--- src/hw/rtl/utf8e_pkg.sv ---
`timescale 1ns / 1ps

package utf8e_pkg;

    // Result kinds
    localparam logic [2:0] KIND_LIT   = 3'd0;
    localparam logic [2:0] KIND_U4    = 3'd1;
    localparam logic [2:0] KIND_U8    = 3'd2;
    localparam logic [2:0] KIND_BAD   = 3'd3;
    localparam logic [2:0] KIND_TRUNC = 3'd4;

    // Encoding modes (code 3 falls back to utf8)
    localparam logic [1:0] MODE_UTF8   = 2'd0;
    localparam logic [1:0] MODE_LATIN1 = 2'd1;
    localparam logic [1:0] MODE_MIXED  = 2'd2;

    // Configuration register indexes
    localparam int unsigned CFG_IDX_W  = 1;
    localparam int unsigned CFG_DATA_W = 2;
    localparam logic [CFG_IDX_W-1:0] CFG_ENC_MODE  = 1'b0;
    localparam logic [CFG_IDX_W-1:0] CFG_SURR_PAIR = 1'b1;

    localparam int unsigned CP_W = 21;

    typedef struct packed {
        logic [7:0] data_byte;
        logic [1:0] bytes_after;
    } t_in_item;

    typedef struct packed {
        logic [2:0]      kind;
        logic [CP_W-1:0] value;
        logic            last_of_run;
    } t_out_item;

    // Decoder state carried between bytes of one string
    typedef struct packed {
        logic [1:0]      bytes_pending;
        logic [CP_W-1:0] code_accum;
        logic            drop_rest;
    } t_dec_state;

    // Configuration as seen by the decoder
    typedef struct packed {
        logic [1:0] encoding_mode;
        logic       surrogate_pairs;
    } t_dec_cfg;

endpackage

--- src/hw/rtl/utf8_string_escaper_unit.sv ---
`timescale 1ns / 1ps

// Channel   Valid     Stall     Payload
// input     i_valid   o_stall   i_data  (t_in_item)
// output    o_valid   i_stall   o_data  (t_out_item)
// config    i_cfg_we  -         i_cfg_idx, i_cfg_data
//
// One byte per cycle while the output is not stalled; a byte that yields a
// surrogate pair fills both result slots, and a following result waits for the pair.
// Path: input register, then decode into the result register.
// Synchronous active-low reset clears state and sets utf8 with surrogate pairs.
// Output stall backs up through the result register into the input register.
module utf8_string_escaper_unit
    import utf8e_pkg::*;
(
    input  logic                  i_clk,
    input  logic                  i_rst_n,
    input  logic                  i_valid,
    output logic                  o_stall,
    input  t_in_item              i_data,
    output logic                  o_valid,
    input  logic                  i_stall,
    output t_out_item             o_data,
    input  logic                  i_cfg_we,
    input  logic [CFG_IDX_W-1:0]  i_cfg_idx,
    input  logic [CFG_DATA_W-1:0] i_cfg_data
);

    t_dec_cfg   r_cfg;
    logic       r_in_valid;
    t_in_item   r_in;
    t_dec_state r_state;
    t_out_item  r_res0;
    t_out_item  r_res1;
    logic [1:0] r_cnt;

    t_dec_state n_state;
    logic [1:0] dec_cnt;
    t_out_item  dec_res0;
    t_out_item  dec_res1;
    logic       out_take;
    logic       res_free;
    logic       move;

    // Configuration registers
    always_ff @(posedge i_clk) begin
        if (!i_rst_n) begin
            r_cfg <= '{encoding_mode: MODE_UTF8, surrogate_pairs: 1'b1};
        end else if (i_cfg_we) begin
            case (i_cfg_idx)
                CFG_ENC_MODE:  r_cfg.encoding_mode   <= i_cfg_data[1:0];
                CFG_SURR_PAIR: r_cfg.surrogate_pairs <= i_cfg_data[0];
                default: ;
            endcase
        end
    end

    utf8e_decode u_decode (
        .i_item  (r_in),
        .i_state (r_state),
        .i_cfg   (r_cfg),
        .o_state (n_state),
        .o_count (dec_cnt),
        .o_res0  (dec_res0),
        .o_res1  (dec_res1)
    );

    // Handshake control
    assign out_take = o_valid && !i_stall;
    assign res_free = (r_cnt == 2'd0) || ((r_cnt == 2'd1) && out_take);
    assign move     = r_in_valid && ((dec_cnt == 2'd0) || res_free);
    assign o_stall  = r_in_valid && !move;
    assign o_valid  = (r_cnt != 2'd0);
    assign o_data   = r_res0;

    // Input register
    always_ff @(posedge i_clk) begin
        if (!i_rst_n) begin
            r_in_valid <= 1'b0;
        end else if (!o_stall) begin
            r_in_valid <= i_valid;
        end
    end

    always_ff @(posedge i_clk) begin
        if (!o_stall && i_valid) begin
            r_in <= i_data;
        end
    end

    // Decoder state advances as each item leaves the input register
    always_ff @(posedge i_clk) begin
        if (!i_rst_n) begin
            r_state <= '0;
        end else if (move) begin
            r_state <= n_state;
        end
    end

    // Result register, two slots drained one per cycle while the output is not stalled
    always_ff @(posedge i_clk) begin
        if (!i_rst_n) begin
            r_cnt <= 2'd0;
        end else if (move && (dec_cnt != 2'd0)) begin
            r_cnt <= dec_cnt;
        end else if (out_take) begin
            r_cnt <= r_cnt - 2'd1;
        end
    end

    always_ff @(posedge i_clk) begin
        if (move && (dec_cnt != 2'd0)) begin
            r_res0 <= dec_res0;
            r_res1 <= dec_res1;
        end else if (out_take) begin
            r_res0 <= r_res1;
        end
    end

    // Checks
    a_cnt_range: assert property (@(posedge i_clk) disable iff (!i_rst_n)
        r_cnt != 2'd3)
        else $error("result count out of range");

    a_end_clears: assert property (@(posedge i_clk) disable iff (!i_rst_n)
        (move && (r_in.bytes_after == 2'd0)) |=> (r_state == '0))
        else $error("state not cleared at end of string");

    a_drop_idle: assert property (@(posedge i_clk) disable iff (!i_rst_n)
        r_state.drop_rest |-> (r_state.bytes_pending == 2'd0))
        else $error("sequence pending while dropping");

    a_pair_last: assert property (@(posedge i_clk) disable iff (!i_rst_n)
        (r_cnt == 2'd2) |-> (!r_res0.last_of_run && r_res1.last_of_run))
        else $error("last_of_run misplaced in pair");

endmodule

--- src/hw/rtl/utf8e_decode.sv ---
`timescale 1ns / 1ps

// Per-byte decode: next state plus up to two results
module utf8e_decode
    import utf8e_pkg::*;
(
    input  t_in_item   i_item,
    input  t_dec_state i_state,
    input  t_dec_cfg   i_cfg,
    output t_dec_state o_state,
    output logic [1:0] o_count,
    output t_out_item  o_res0,
    output t_out_item  o_res1
);

    always_comb begin
        logic [7:0]      b;
        logic [1:0]      after;
        logic            plain;
        logic            emit_cp;
        logic [CP_W-1:0] cp;
        logic [CP_W-1:0] off;
        logic [CP_W-1:0] acc_new;
        logic            do_fail;
        logic [2:0]      fail_kind;
        logic            do_start;
        logic [1:0]      need;
        logic [CP_W-1:0] start_bits;
        logic [1:0]      cnt;

        b          = i_item.data_byte;
        after      = i_item.bytes_after;
        plain      = (b inside {[8'd32:8'd127]}) && (b != 8'd34) && (b != 8'd92);
        emit_cp    = 1'b0;
        cp         = '0;
        acc_new    = {i_state.code_accum[CP_W-7:0], b[5:0]};
        do_fail    = 1'b0;
        fail_kind  = KIND_BAD;
        do_start   = 1'b0;
        need       = 2'd0;
        start_bits = '0;
        cnt        = 2'd0;
        o_state    = i_state;
        o_res0     = '0;
        o_res1     = '0;

        if (i_state.drop_rest) begin
            // error already reported: swallow the rest of the string
        end else if (i_state.bytes_pending != 2'd0) begin
            // continuation byte
            if (b[7:6] != 2'b10) begin
                do_fail = 1'b1;
            end else begin
                o_state.code_accum    = acc_new;
                o_state.bytes_pending = i_state.bytes_pending - 2'd1;
                if (i_state.bytes_pending == 2'd1) begin
                    emit_cp            = 1'b1;
                    cp                 = acc_new;
                    o_state.code_accum = '0;
                end else if (after == 2'd0) begin
                    do_fail   = 1'b1;
                    fail_kind = KIND_TRUNC;
                end
            end
        end else if (i_cfg.encoding_mode == MODE_LATIN1) begin
            if (plain) begin
                cnt    = 2'd1;
                o_res0 = '{kind: KIND_LIT, value: CP_W'(b), last_of_run: 1'b0};
            end else begin
                emit_cp = 1'b1;
                cp      = CP_W'(b);
            end
        end else if (i_cfg.encoding_mode == MODE_MIXED) begin
            if (plain) begin
                cnt    = 2'd1;
                o_res0 = '{kind: KIND_LIT, value: CP_W'(b), last_of_run: 1'b0};
            end else if (b[7:5] == 3'b110) begin
                do_start   = 1'b1;
                need       = 2'd1;
                start_bits = CP_W'(b[4:0]);
            end else begin
                emit_cp = 1'b1;
                cp      = CP_W'(b);
            end
        end else begin
            // utf8 lead byte
            if (b[7] == 1'b0) begin
                if (plain) begin
                    cnt    = 2'd1;
                    o_res0 = '{kind: KIND_LIT, value: CP_W'(b), last_of_run: 1'b0};
                end else begin
                    emit_cp = 1'b1;
                    cp      = CP_W'(b);
                end
            end else if (b[7:5] == 3'b110) begin
                if (b[4:1] == 4'd0) begin
                    do_fail = 1'b1;    // overlong two-byte lead
                end else begin
                    do_start   = 1'b1;
                    need       = 2'd1;
                    start_bits = CP_W'(b[4:0]);
                end
            end else if (b[7:4] == 4'b1110) begin
                do_start   = 1'b1;
                need       = 2'd2;
                start_bits = CP_W'(b[3:0]);
            end else if (b[7:3] == 5'b11110) begin
                if (b >= 8'hF5) begin
                    do_fail = 1'b1;
                end else begin
                    do_start   = 1'b1;
                    need       = 2'd3;
                    start_bits = CP_W'(b[2:0]);
                end
            end else begin
                do_fail = 1'b1;
            end
        end

        // sequence start, or truncation if the string ends too soon
        if (do_start) begin
            if (after < need) begin
                do_fail   = 1'b1;
                fail_kind = KIND_TRUNC;
            end else begin
                o_state.bytes_pending = need;
                o_state.code_accum    = start_bits;
            end
        end

        // code point to escapes
        off = cp - CP_W'(32'h10000);
        if (emit_cp) begin
            if (cp < CP_W'(32'h10000)) begin
                cnt    = 2'd1;
                o_res0 = '{kind: KIND_U4, value: cp, last_of_run: 1'b0};
            end else if (i_cfg.surrogate_pairs) begin
                cnt    = 2'd2;
                o_res0 = '{kind: KIND_U4, value: CP_W'({6'h36, off[19:10]}),
                           last_of_run: 1'b0};
                o_res1 = '{kind: KIND_U4, value: CP_W'({6'h37, off[9:0]}),
                           last_of_run: 1'b0};
            end else begin
                cnt    = 2'd1;
                o_res0 = '{kind: KIND_U8, value: cp, last_of_run: 1'b0};
            end
        end

        // first error: report and drop the rest
        if (do_fail) begin
            cnt                   = 2'd1;
            o_res0                = '{kind: fail_kind,
                                      value: (fail_kind == KIND_BAD) ? CP_W'(b) : '0,
                                      last_of_run: 1'b0};
            o_state.drop_rest     = 1'b1;
            o_state.bytes_pending = 2'd0;
            o_state.code_accum    = '0;
        end

        // end of string resets everything
        if (after == 2'd0) begin
            o_state = '0;
        end

        if (cnt == 2'd1) begin
            o_res0.last_of_run = 1'b1;
        end else if (cnt == 2'd2) begin
            o_res1.last_of_run = 1'b1;
        end
        o_count = cnt;
    end

endmodule

--- config.mk ---
export PLATFORM = sky130hd
export DESIGN_NAME = utf8_string_escaper_unit
export DESIGN_NICKNAME = d
export VERILOG_FILES = /design/src/hw/rtl/utf8e_pkg.sv /design/src/hw/rtl/utf8_string_escaper_unit.sv /design/src/hw/rtl/utf8e_decode.sv
export SDC_FILE = /design/constraint.sdc
export NUM_CORES = 1
export LEC_CHECK = 0
export ABC_AREA = 1
export BUFFER_PORTS_ARGS = -buffer_cell sky130_fd_sc_hd__buf_2
export CORE_MARGIN = 1
export CORE_UTILIZATION = 53
export DETAILED_ROUTE_END_ITERATION = 6
export GPL_TIMING_DRIVEN = 0
export PLACE_DENSITY_LB_ADDON = 0.08
export SLEW_MARGIN = 15
export SYNTH_ARGS = -nofsm -noshare
export SYNTH_HDL_FRONTEND = slang
export SYNTH_SLANG_ARGS = --single-unit
--- constraint.sdc ---
create_clock -name i_clk -period 5.8 [get_ports i_clk]
set_input_delay 1.16 -clock i_clk [delete_from_list [all_inputs] [get_ports i_clk]]
set_output_delay 1.16 -clock i_clk [all_outputs]
set_load 0.1 [all_outputs]
# == Word level (Yosys, flattened, before mapping) ==
# Index checks and enable logic that the tools add are counted.
# word_totals
rom_bits,0
out_inout_bits,27
ram_bits,0
in_bits,18
word_cells,187
ff_bits,88
latchBits,0
n_memories,0
# op_classes
n_mul,0
n_div,0
n_mux,119
addsub,3
bitwise_logic,3
reduce_logical,28
magnitude_cmp,5
eq_ne,13
shifts,0
# op_table
cell,count
21-bit 2-to-1 mux,18
25-bit 2-to-1 mux,9
23-bit 2-to-1 mux,6
24-bit 2-to-1 mux,4
1-bit 2-to-1 mux,46
2-bit 2-to-1 mux,20
8-bit 2-to-1 mux,4
3-bit 2-to-1 mux,8
"21-bit by 17-bit less-than comparator with 1-bit output, second input constant",1
"20-bit by 17-bit subtractor with 20-bit output, second input constant",1
5-bit 2-to-1 mux,2
2-bit nonzero test,5
1-bit logical AND,9
9-bit 2-to-1 mux,1
"2-bit by 1-bit equality test with 1-bit output, second input constant",4
"8-bit by 6-bit >= comparator with 1-bit output, second input constant",1
"8-bit >= comparator, second input constant",1
"8-bit by 7-bit less-or-equal comparator with 1-bit output, second input constant",1
"8-bit by 6-bit != test with 1-bit output, second input constant",1
"8-bit by 7-bit != test with 1-bit output, second input constant",1
7-bit 2-to-1 mux,1
2-bit zero test,3
2-bit AND reduction,3
"5-bit equality test, second input constant",1
13 further kinds,20

# == Logic depth before layout (Yosys ltp) ==
# Gate-level depths: netlist (run 1).
# depth
ltp_word,21
ltp_mapped,18
depth_no_buf,16

# == By module ==
# A second synthesis (run 1) with hierarchy kept.
# unflattened
hier_cells,626
hier_area_um2,4892.2
# modules_own_cells
module,cells_per_inst,seq_area_each_um2,area_each_um2,n_inst
utf8_string_escaper_unit,304,2402.3,3353.2,1
utf8e_decode,322,0.0,1539.0,1

# == Least setup slack after synthesis (run 1) ==
# Ideal clock, no wire load.
# synth_path
path_kind,flip-flop to output port
from,reg r_state[22] in the netlist's numbering
to,out o_stall
n_path_buf,0
t_arrival_ps,2265
path_slack_ps,2375
required_time_ps,4640
path_stages_with_launch,14
path_cell_list,dfxtp_1 > inv_1 > ha_1 > nand2_2 > inv_1 > nand3_1 > ha_1 > nand2_2 > nand3_4 > nand3_4 > nand2_4 > inv_1 > nand2_1 > inv_1
# synth_via
elab_chain_cells,14
elab_cells_between_ends,32
classes_between,order compare: 2; eq/ne: 1; mux: 23; reduce/logical: 6
# synth_lines
element,line,text
"start, declared",utf8_string_escaper_unit.sv:32,t_dec_state r_state;
"start signal, assigned",utf8_string_escaper_unit.sv:96,r_state <= n_state;
2-bit by 1-bit equality test with 1-bit output,utf8e_decode.sv:56,if (i_state.bytes_pending == 2'd1) begin
21-bit 2-to-1 mux,utf8e_decode.sv:56,
21-bit 2-to-1 mux,utf8e_decode.sv:51,if (b[7:6] != 2'b10) begin
21-bit 2-to-1 mux,utf8e_decode.sv:49,end else if (i_state.bytes_pending != 2'd0) begin
21-bit 2-to-1 mux,utf8e_decode.sv:47,if (i_state.drop_rest) begin
21-bit by 17-bit less-than comparator with 1-bit output,utf8e_decode.sv:134,if (cp < CP_W'(32'h10000)) begin
2-bit 2-to-1 mux,utf8e_decode.sv:134,
2-bit 2-to-1 mux,utf8e_decode.sv:133,if (emit_cp) begin
2-bit 2-to-1 mux (*),utf8e_decode.sv:150,if (do_fail) begin
2-bit zero test (*),utf8_string_escaper_unit.sv:71,assign move = r_in_valid && ((dec_cnt == 2'd0) || res_free);
1-bit logical OR (*),utf8_string_escaper_unit.sv:71,
1-bit logical AND (*),utf8_string_escaper_unit.sv:71,
1-bit zero test (*),utf8_string_escaper_unit.sv:72,assign o_stall = r_in_valid && !move;
1-bit logical AND (*),utf8_string_escaper_unit.sv:72,
"end, declared",utf8_string_escaper_unit.sv:19,"output logic o_stall,"
# Mark *: on every way between the ends. The rest lies on a longest branch, timed or not.

# == Worst setup path in the final report (run 1) ==
# Same ends and word-level chain as after synthesis.

==> impl_metrics.env, run 1 <==
export IMPL_cts_setup_buffers=0
export IMPL_drc=0
export IMPL_slew_viol_final=0
export IMPL_ys_warn_count=0
export IMPL_clockRootBuffer="clkbuf_8"
export IMPL_worst_slew_pin_slew_ps=939
export IMPL_p_total_w=0.00255
export IMPL_rsz0062_at_grt="false"
export IMPL_dp_cells=666
export IMPL_gp_congestion=0.934
export IMPL_synth_net_count=547
export IMPL_vias_per_cell=5.24
export IMPL_synth_cells=523
export IMPL_wl_per_cell_um=14.0
export IMPL_dr_pass1_iters=6
export IMPL_track_usage=0.252
export IMPL_r2r_slack_ps=2670
export IMPL_io_pins=45
export IMPL_grt_pass1_vias=3378
export IMPL_whs_ps=513
export IMPL_synth_main_ff_cell="edfxtp_1"
export IMPL_clkTransAtPathRegs_ps=70
export IMPL_initial_core_util=0.555
export IMPL_postRouteAntennaNets=0
export IMPL_hold_path_class="reg2reg"
export IMPL_final_util=0.633
export IMPL_path_class="reg2out"
export IMPL_diodes=0
export IMPL_cp_start_kind="flop"
export IMPL_finalSetupViolCount=0
export IMPL_syn_to_final_growth_pct=14.2
export IMPL_antenna_found_initial=0
export IMPL_maxCapViolCount=0
export IMPL_hold_end="r_state[0]"
export IMPL_setup_tns_final_ps=0
export IMPL_worstHoldStart="r_state[0]"
export IMPL_cts_resized=0
export IMPL_async_flop_share=0
export IMPL_r2r_end="o_data[6]"
export IMPL_synth_edf_count=47
export IMPL_cellPowerDensity_nw_per_um2=546
export IMPL_irDropWorstVdd_v=0.000229
export IMPL_synth_area_um2=4090
export IMPL_std_cell_rows=31
export IMPL_port_buffers=44
export IMPL_die_y_um=89.8
export IMPL_clock_fmax_ghz=0.251
export IMPL_core_area_um2=7370
export IMPL_hold_violations=0
export IMPL_grt_overflow_total=0
export IMPL_layout_cells_non_filler=682
export IMPL_die_area_um2=8070
export IMPL_die_w_um=89.8
export IMPL_cts_made_buffers=9
export IMPL_dr_first_iter_drc_count=223
export IMPL_synth_distinct_cells=36
export IMPL_arrival_ps=2830
export IMPL_clockBufferDepth=2
export IMPL_dpl_hpwl_um=7290
export IMPL_synth_seq_cells=71
export IMPL_required_ps=4640
export IMPL_finalCritPeriodShare=0.688
export IMPL_fin_nets=602
export IMPL_htree_levels=3
export IMPL_ys_seq_area_frac=0.463
export IMPL_r2r_start="r_state[22]"
export IMPL_cts_hold_buffers=0
export IMPL_synth_avg_cell_area_um2=7.82
export IMPL_skew_ps=15.6
export IMPL_drive_above_1_share=0.192
export IMPL_routed_wl_um=9550
export IMPL_p_leak_nw=2.07
export IMPL_reg2reg_depth=11
export IMPL_crit_path_end_kind="primary output"
export IMPL_vias=3576
export IMPL_clock_sinks=71
export IMPL_cts_tree="built"
export IMPL_clk_latency_ps=360
export IMPL_hold_path_depth=2
export IMPL_final_fill_count=679
export IMPL_setup_worst_path_start="r_state[22]"
export IMPL_layout_min_cycle_time_ps=3990
export IMPL_grt_max_degree=27
export IMPL_outcome="complete, no violations"
export IMPL_relSlewSlack=0.372
export IMPL_worst_path_max_fanout=6
export IMPL_grt_first_pass_wirelength_um=16000
-- synth_stat cells (7+ instances only) --
cell	instances	area share
nand2_2	10	0.015
dfxtp_1	24	0.12
inv_1	59	0.054
edfxtp_1	47	0.35
a21oi_1	10	0.012
nor2_1	75	0.069
nand2_1	142	0.13
o21ai_1	7	0.0086
o21ai_0	47	0.058
nand3_1	30	0.037
-- registers in the layout, summed over array words and instances (netlist names) --
name        flops
r_in           10
o_data         25
r_cfg           3
r_in_valid      1
r_res1         12
r_cnt           2
r_state        18
-- cell type report --
| class | count | area, µm² | share of cell area |
|---|---|---|---|
| flip-flops and latches | 71 | 1890 | 0.405 |
| well taps | 99 | 124 | 0.0265 |
| clock buffers | 10 | 128 | 0.0273 |
| multi-input cells | 369 | 1820 | 0.390 |
| repair buffers | 44 | 220 | 0.0472 |
| inverters | 68 | 263 | 0.0563 |
| plain buffers | 15 | 114 | 0.0244 |
| clock inverters | 6 | 109 | 0.0233 |
-- logic make-up after synthesis --
group,count (synthesis),share of synthesized area
AO/OA/AOI/OAI,73,0.0983
XOR/XNOR,2,0.00429
adder cells (fa/ha/maj),6,0.0184
buffers and inverters,83,0.0921
flip-flops,71,0.463
AND/OR/NAND/NOR,288,0.324
-- worst max-delay path by stage --
stage | depth (start not counted) | slack (ps) | end
after global placement | 14 | 2260 | o_stall
after detailed placement | 14 | 2210 | o_stall
after global routing | 14 | 1620 | o_stall
final | 14 | 1810 | o_stall
after floorplan | 13 | 2380 | o_stall
after CTS | 14 | 1820 | o_stall
-- routing by layer --
metal / global-route usage / vias up / part of all wire
met2: 0.408 / 116 / 0.46
met3: 0.0465 / 17 / 0.060
li1: - / 1802 / -
met4: 0.0943 / 0 / 0.024
met1: 0.337 / 1641 / 0.46
met5: 0 / - / 0
-- through the flow --
step	worst slack, ps	instance area, µm²
after floorplan	2380	4090
after global placement	2260	4430
after detailed placement	2210	4430
after CTS	1820	4670
after global routing	1620	4670
final	1810	4670
-- where the power goes --
group          internal [W]  switching [W]
clock network      0.000285       0.000191
logic              0.000258        0.00105
registers          0.000712      0.0000552
total               0.00126        0.00129
-- worst max-delay path, cell delays in order, from the launching register on --
cell and delay (ps):
dfxtp_1 330, inv_1 90, ha_1 310, nand2_2 160
inv_1 110, nand3_1 140, ha_1 330, nand2_2 100
nand3_4 100, nand3_4 120, nand2_4 70, inv_1 60
nand2_1 70, inv_1 60, buf_2 410
-- layout by cell type, fill, tap and decap left out, types with 4 or more instances in the layout --
cell type  instances
nor2_2             4
dfxtp_1           24
nand2_2           10
nand2_1          142
o21ai_1            7
nor3_1             4
nor2_1            75
nand3_1           30
o21ai_0           47
nand3_4            4
clkbuf_8           9
inv_1             59
buf_2             45
nor2_4             5
a21oi_1           10
buf_6              6
edfxtp_1          47
inv_2              6
ha_1               6
nand4_1            5
clkbuf_1           6
(Power assumes the default switching activity.)
==> run 2: changes to the inputs <==
--- a/config.mk
+++ b/config.mk
@@ -5,10 +5,10 @@
 export SDC_FILE = /design/constraint.sdc
 export NUM_CORES = 1
 export LEC_CHECK = 0
-export ABC_AREA = 1
+export ABC_AREA = 0
 export BUFFER_PORTS_ARGS = -buffer_cell sky130_fd_sc_hd__buf_2
 export CORE_MARGIN = 1
-export CORE_UTILIZATION = 53
+export CORE_UTILIZATION = 52
 export DETAILED_ROUTE_END_ITERATION = 6
 export GPL_TIMING_DRIVEN = 0
 export PLACE_DENSITY_LB_ADDON = 0.08
==> constraint.sdc (replaced) <==
create_clock -name i_clk -period 3.41 [get_ports i_clk]
set_input_delay 0.682 -clock i_clk [delete_from_list [all_inputs] [get_ports i_clk]]
set_output_delay 0.682 -clock i_clk [all_outputs]
set_load 0.1 [all_outputs]
==> impl_metrics.env, run 2 <==
export IMPL_setup_ws_ps=95.8
export IMPL_antenna_found_initial=0
export IMPL_finalCritPeriodShare=0.972
export IMPL_syn_to_final_growth_pct=19.4
export IMPL_worst_path_max_fanout=8
export IMPL_relSlewSlack=0.398
export IMPL_synth_top_area_frac=0.391
export IMPL_die_y_um=85.3
export IMPL_hold_path_class="in2reg"
export IMPL_whs_ps=503
export IMPL_setup_worst_path_start="r_state[23]"
export IMPL_reg2reg_depth=16
export IMPL_layout_common_cells="48 x buf_2, 47 x edfxtp_1, 32 x nand2_1, 24 x nor2_1, 22 x dfxtp_1"
export IMPL_grtUsageMet3=0.0428
export IMPL_cts_hold_buffers=0
export IMPL_vias=2885
export IMPL_met2_usage=0.416
export IMPL_cellPowerDensity_nw_per_um2=606
export IMPL_yosysTopAreaCell="edfxtp_1"
export IMPL_port_buffers=44
export IMPL_synth_distinct_cells=58
export IMPL_r2r_start="r_state[23]"
export IMPL_final_common_cell="buf_2"
export IMPL_synth_most_common_cell="edfxtp_1"
export IMPL_grt_pass1_vias=2760
export IMPL_path_class="reg2out"
export IMPL_final_fill_count=579
export IMPL_irDropWorstVdd_v=0.000293
export IMPL_required_ps=2730
export IMPL_track_usage=0.249
export IMPL_grt_max_degree=19
export IMPL_die_area_um2=7280
export IMPL_synth_edf_count=47
export IMPL_outcome="complete, no violations"
export IMPL_r2r_slack_ps=260
export IMPL_clockRootBuffer="clkbuf_8"
export IMPL_met1_usage=0.309
export IMPL_synth_net_count=365
export IMPL_diodes=0
export IMPL_clkTransAtPathRegs_ps=70
export IMPL_synth_area_top_cells="edfxtp_1 39%, dfxtp_1 13%, nand2_1 3.4%"
export IMPL_endpoint="o_stall"
export IMPL_wl_per_cell_um=16.7
export IMPL_gp_congestion=0.865
export IMPL_r2r_end="o_data[0]"
export IMPL_layout_min_cycle_time_ps=3310
export IMPL_htree_levels=3
export IMPL_arrival_ps=2630
export IMPL_largest_register_ffs=25
export IMPL_cts_tree="built"
export IMPL_dpl_hpwl_um=5870
export IMPL_ys_seq_area_frac=0.524
export IMPL_clk_latency_ps=350
export IMPL_std_cell_rows=30
export IMPL_finalSetupViolCount=0
export IMPL_ys_warn_count=0
export IMPL_clockBufferDepth=2
export IMPL_initial_core_util=0.535
export IMPL_crit_path_end_kind="primary output"
export IMPL_maxCapViolCount=0
export IMPL_synth_cells=341
export IMPL_io_pins=45
export IMPL_dr_first_iter_drc_count=209
export IMPL_drive_above_1_share=0.265
export IMPL_cts_made_buffers=9
export IMPL_place_ws_ps=-204
export IMPL_clock_fmax_ghz=0.302
export IMPL_p_leak_nw=1.66
export IMPL_vias_per_cell=5.86
export IMPL_postRouteAntennaNets=0
export IMPL_slew_viol_final=0
export IMPL_synth_seq_cells=71
export IMPL_hold_violations=0
export IMPL_die_w_um=85.3
export IMPL_synth_area_um2=3610
export IMPL_core_area_um2=6760
export IMPL_grt_busiest_layer="met2"
export IMPL_fin_nets=431
export IMPL_synth_main_ff_cell="edfxtp_1"
export IMPL_routed_wl_um=8230
export IMPL_async_flop_share=0
export IMPL_synth_avg_cell_area_um2=10.6
export IMPL_drc=0
export IMPL_cp_start_kind="flop"
export IMPL_skew_ps=10.1
export IMPL_grt_overflow_total=0
export IMPL_dr_pass1_iters=4
export IMPL_setup_tns_final_ps=0
export IMPL_grt_first_pass_wirelength_um=13600
export IMPL_synth_commonest_cells="47 x edfxtp_1, 33 x nand2_1, 25 x nor2_1"
export IMPL_clock_sinks=71
export IMPL_worst_slew_pin_slew_ps=897
## run 2: cell types whose count changed in the layout (fill, tap and decap cells not counted), moves of 9 or more
cell	before	now
o21ai_0	47	12
nand2_2	10	1
nand2_1	142	32
buf_4	3	12
mux2i_1	0	12
nor2b_1	0	12
inv_1	59	12
and2_1	0	13
nand3_1	30	8
nor2_1	75	24
## run 2: repair_timing
| item | CTS | global route |
|---|---|---|
| resized for setup | 17 | 11 |
| buffers inserted | 11 | 0 |
| setup endpoints to repair | 11 | 12 |
| pin swaps | 6 | 6 |
## run 2: through the flow
| stage | utilization | power, W | cells | area [µm²] |
|---|---|---|---|---|
| after detailed placement | 0.584 | 0.00198 | 466 | 3950 |
| final | 0.638 | 0.00261 | 492 | 4310 |
| after global routing | 0.638 | 0.00272 | 492 | 4310 |
| after floorplan | - | 0.00182 | 341 | 3610 |
| after global placement | 0.582 | 0.00196 | 465 | 3930 |
| after CTS | 0.631 | 0.00262 | 493 | 4270 |
## run 2: worst min path at each step
| stage | start | to | slack (ps) | depth (start not counted) |
|---|---|---|---|---|
| after CTS | i_data[6] | r_in[6] | 490 | 1 |
| after floorplan | r_state[2] | r_state[2] | 460 | 1 |
| final | i_data[4] | r_in[4] | 500 | 1 |
| after detailed placement | r_state[23] | r_state[23] | 490 | 1 |
| after global placement | r_state[23] | r_state[23] | 490 | 1 |
| after global routing | i_data[4] | r_in[4] | 490 | 1 |
## run 2: area by class of cell
class | count | area (µm²) | area share
Clock buffer | 12 | 156 | 0.0363
Inverter | 15 | 56.3 | 0.0131
Multi-Input combinational cell | 239 | 1660 | 0.385
Clock inverter | 4 | 26.3 | 0.00609
Buffer | 15 | 88.8 | 0.0206
Timing Repair Buffer | 56 | 329 | 0.0763
Sequential cell | 71 | 1890 | 0.439
Tap cell | 80 | 100 | 0.0232
## run 2: worst max-delay path: stages (launching register included)
cell     delay (ps)
dfxtp_2         340
inv_2            50
ha_4            150
buf_6           110
buf_4           160
or4b_1          500
buf_2           190
nor2_2          160
a21oi_2         100
a21oi_2         170
and2_4          180
buf_12          170
## run 2: layer usage
layer | part of all wire | vias to the layer above
met5 | 0 | -
met4 | 0.025 | 0
met3 | 0.051 | 19
met2 | 0.50 | 106
met1 | 0.43 | 1361
li1 | - | 1399
## run 2: power breakdown
part           switching [W]  internal (W)  total [W]  leakage, nW
Combinational       0.000731      0.000178   0.000910        0.920
Clock               0.000317      0.000311   0.000628       0.0968
Sequential         0.0000336       0.00104    0.00108        0.641
Total                0.00108       0.00153    0.00261         1.66
## run 2: cell families (layout without fill, tap and decap cells)
family          count (synthesis)  count (layout)  share of synthesized area
flops                          71              71                      0.524
fa+ha+maj                       7               7                     0.0236
simple gates                  131             131                      0.194
compound gates                 85              85                      0.176
xor+xnor                        4               4                    0.00970
mux                            12              12                     0.0333
buf+inv                        31             102                     0.0391
==> run 3: changes to the inputs <==
--- a/config.mk
+++ b/config.mk
@@ -8,11 +8,12 @@
 export ABC_AREA = 0
 export BUFFER_PORTS_ARGS = -buffer_cell sky130_fd_sc_hd__buf_2
 export CORE_MARGIN = 1
-export CORE_UTILIZATION = 52
+export CORE_UTILIZATION = 53
 export DETAILED_ROUTE_END_ITERATION = 6
 export GPL_TIMING_DRIVEN = 0
 export PLACE_DENSITY_LB_ADDON = 0.08
 export SLEW_MARGIN = 15
 export SYNTH_ARGS = -nofsm -noshare
 export SYNTH_HDL_FRONTEND = slang
+export SYNTH_HIERARCHICAL = 1
 export SYNTH_SLANG_ARGS = --single-unit
==> impl_metrics.env, run 3 <==
export IMPL_port_buffers=43
export IMPL_synth_area_um2=4720
export IMPL_drc=0
export IMPL_final_common_cell="edfxtp_1"
export IMPL_postRouteAntennaNets=0
export IMPL_std_cell_rows=34
export IMPL_worst_path_max_fanout=4
export IMPL_dr_pass1_iters=5
export IMPL_vias=3632
export IMPL_gp_congestion=0.922
export IMPL_clkTransAtPathRegs_ps=90
export IMPL_vias_per_cell=5.77
export IMPL_io_pins=45
export IMPL_dr_first_iter_drc_count=325
export IMPL_finalCritPeriodShare=1.02
export IMPL_antenna_found_initial=0
export IMPL_finalSetupViolCount=1
export IMPL_grt_pass1_vias=3500
export IMPL_rsz0062_at_grt="true"
export IMPL_grt_overflow_total=0
export IMPL_hold_path_class="reg2reg"
export IMPL_syn_to_final_growth_pct=19.2
export IMPL_p_leak_nw=2.17
export IMPL_outcome="finished, violations left"
export IMPL_skew_ps=11.1
export IMPL_crit_path_end_kind="primary output"
export IMPL_core_area_um2=8680
export IMPL_dpl_hpwl_um=7490
export IMPL_fin_nets=541
export IMPL_htree_levels=3
export IMPL_grt_max_degree=27
export IMPL_setup_ws_ps=-57.8
export IMPL_final_fill_count=710
export IMPL_grt_first_pass_wirelength_um=17200
export IMPL_required_ps=2730
export IMPL_clock_fmax_ghz=0.288
export IMPL_drive_above_1_share=0.360
export IMPL_cts_tree="built"
export IMPL_cts_made_buffers=9
export IMPL_die_area_um2=9280
export IMPL_slew_viol_final=0
export IMPL_routed_wl_um=10900
export IMPL_track_usage=0.252
export IMPL_cp_start_kind="flop"
export IMPL_die_y_um=96.3
export IMPL_clockBufferDepth=2
export IMPL_ys_warn_count=6
export IMPL_design_area_um2=5620
export IMPL_violations="setup timing"
export IMPL_synth_avg_cell_area_um2=10.8
export IMPL_layout_min_cycle_time_ps=3470
export IMPL_synth_cells=435
export IMPL_cellPowerDensity_nw_per_um2=610
export IMPL_clockRootBuffer="clkbuf_8"
export IMPL_diodes=0
export IMPL_wl_per_cell_um=17.3
export IMPL_place_area_um2=5150
export IMPL_maxCapViolCount=0
export IMPL_irDropWorstVdd_v=0.000251
export IMPL_clock_sinks=84
export IMPL_seqCellArea_um2=2290
export IMPL_relSlewSlack=0.610
export IMPL_arrival_ps=2790
export IMPL_hold_violations=0
export IMPL_clk_latency_ps=370
export IMPL_layout_cells_non_filler=630
export IMPL_die_w_um=96.3
export IMPL_worst_slew_pin_slew_ps=585
export IMPL_initial_core_util=0.544
export IMPL_path_class="reg2out"
export IMPL_layout_common_cells="60 x edfxtp_1, 43 x buf_2, 38 x buf_4, 34 x nor2_1, 33 x nand2_1"
export IMPL_dp_cells=593
export IMPL_multiInputGateArea_um2=2270
==> run 3: changes by cell type in the layout (fill, tap and decap cells not counted), moves of 10 or more <==
cell | before | now
buf_4 | 12 | 38
edfxtp_1 | 47 | 60
mux2_4 | 0 | 21
mux2i_1 | 12 | 1
nand3_1 | 8 | 28
nor2_1 | 24 | 34
nor3b_1 | 0 | 11
==> run 3: repair_timing <==
item                       CTS  global route
gates resized for setup     23             5
buffers inserted            21             0
cloned                       0             1
hold buffers                 0             0
setup endpoints to repair   83            53
pin swaps                    5             0
hold endpoints to repair     0             0
==> run 3: per-stage QoR <==
| step | hold slack [ps] | setup TNS [ps] | setup WS (ps) | total power, W | util |
|---|---|---|---|---|---|
| after detailed placement | 463 | -11660 | -359 | 0.00272 | 0.594 |
| after global routing | 466 | -167 | -158 | 0.00358 | 0.648 |
| after CTS | 469 | -13.3 | -13.3 | 0.00343 | 0.645 |
| after global placement | 464 | -8540 | -326 | 0.00269 | 0.594 |
| final | 474 | -57.8 | -57.8 | 0.00343 | 0.648 |
| after floorplan | 449 | -1510 | -235 | 0.00251 | - |
==> run 3: cell type report <==
type                       count  share of cell area
clock buffer                  10              0.0227
tap                          108              0.0240
sequential                    84               0.408
multi-input combinational    303               0.403
clock inverter                 6             0.00868
inverter                      12             0.00868
timing repair buffer          64              0.0690
timing repair inverter         1             0.00134
buffer                        42              0.0547
==> run 3: report_power, final <==
group,internal [W],total [W],switching [W]
clock,0.000272,0.000665,0.000392
sequential,0.00128,0.00134,0.0000530
combinational,0.000364,0.00143,0.00106
==> run 3: worst paths after layout <==
check	slack [ps]	depth (start not counted)	start	to
worst min register to register	470	2	r_state[0]	r_state[0]
worst max-delay path	-60	14	r_state[22]	o_stall
worst max register to register	170	12	r_state[23]	r_cnt[0]
worst min-delay path	470	2	r_state[0]	r_state[0]
==> run 3: metal layers <==
| layer | vias up | track usage | routed length (µm) |
|---|---|---|---|
| li1 | 1735 | - | - |
| met2 | 135 | 0.415 | 5170 |
| met4 | 0 | 0.113 | 284 |
| met5 | - | 0 | 0 |
| met3 | 28 | 0.0427 | 608 |
| met1 | 1734 | 0.325 | 4840 |
==> run 3: critical path: stages, from the launching register on <==
cell       delay (ps)
dfxtp_4           360
inv_2              60
ha_4              140
and2b_2           160
and3_4            190
nand3_4            90
ha_4              190
nor2_4             90
o2111ai_4         120
a31oi_4           220
o21ai_4           110
nand3_4            90
o21a_4            120
nor3b_4           250
buf_12            210
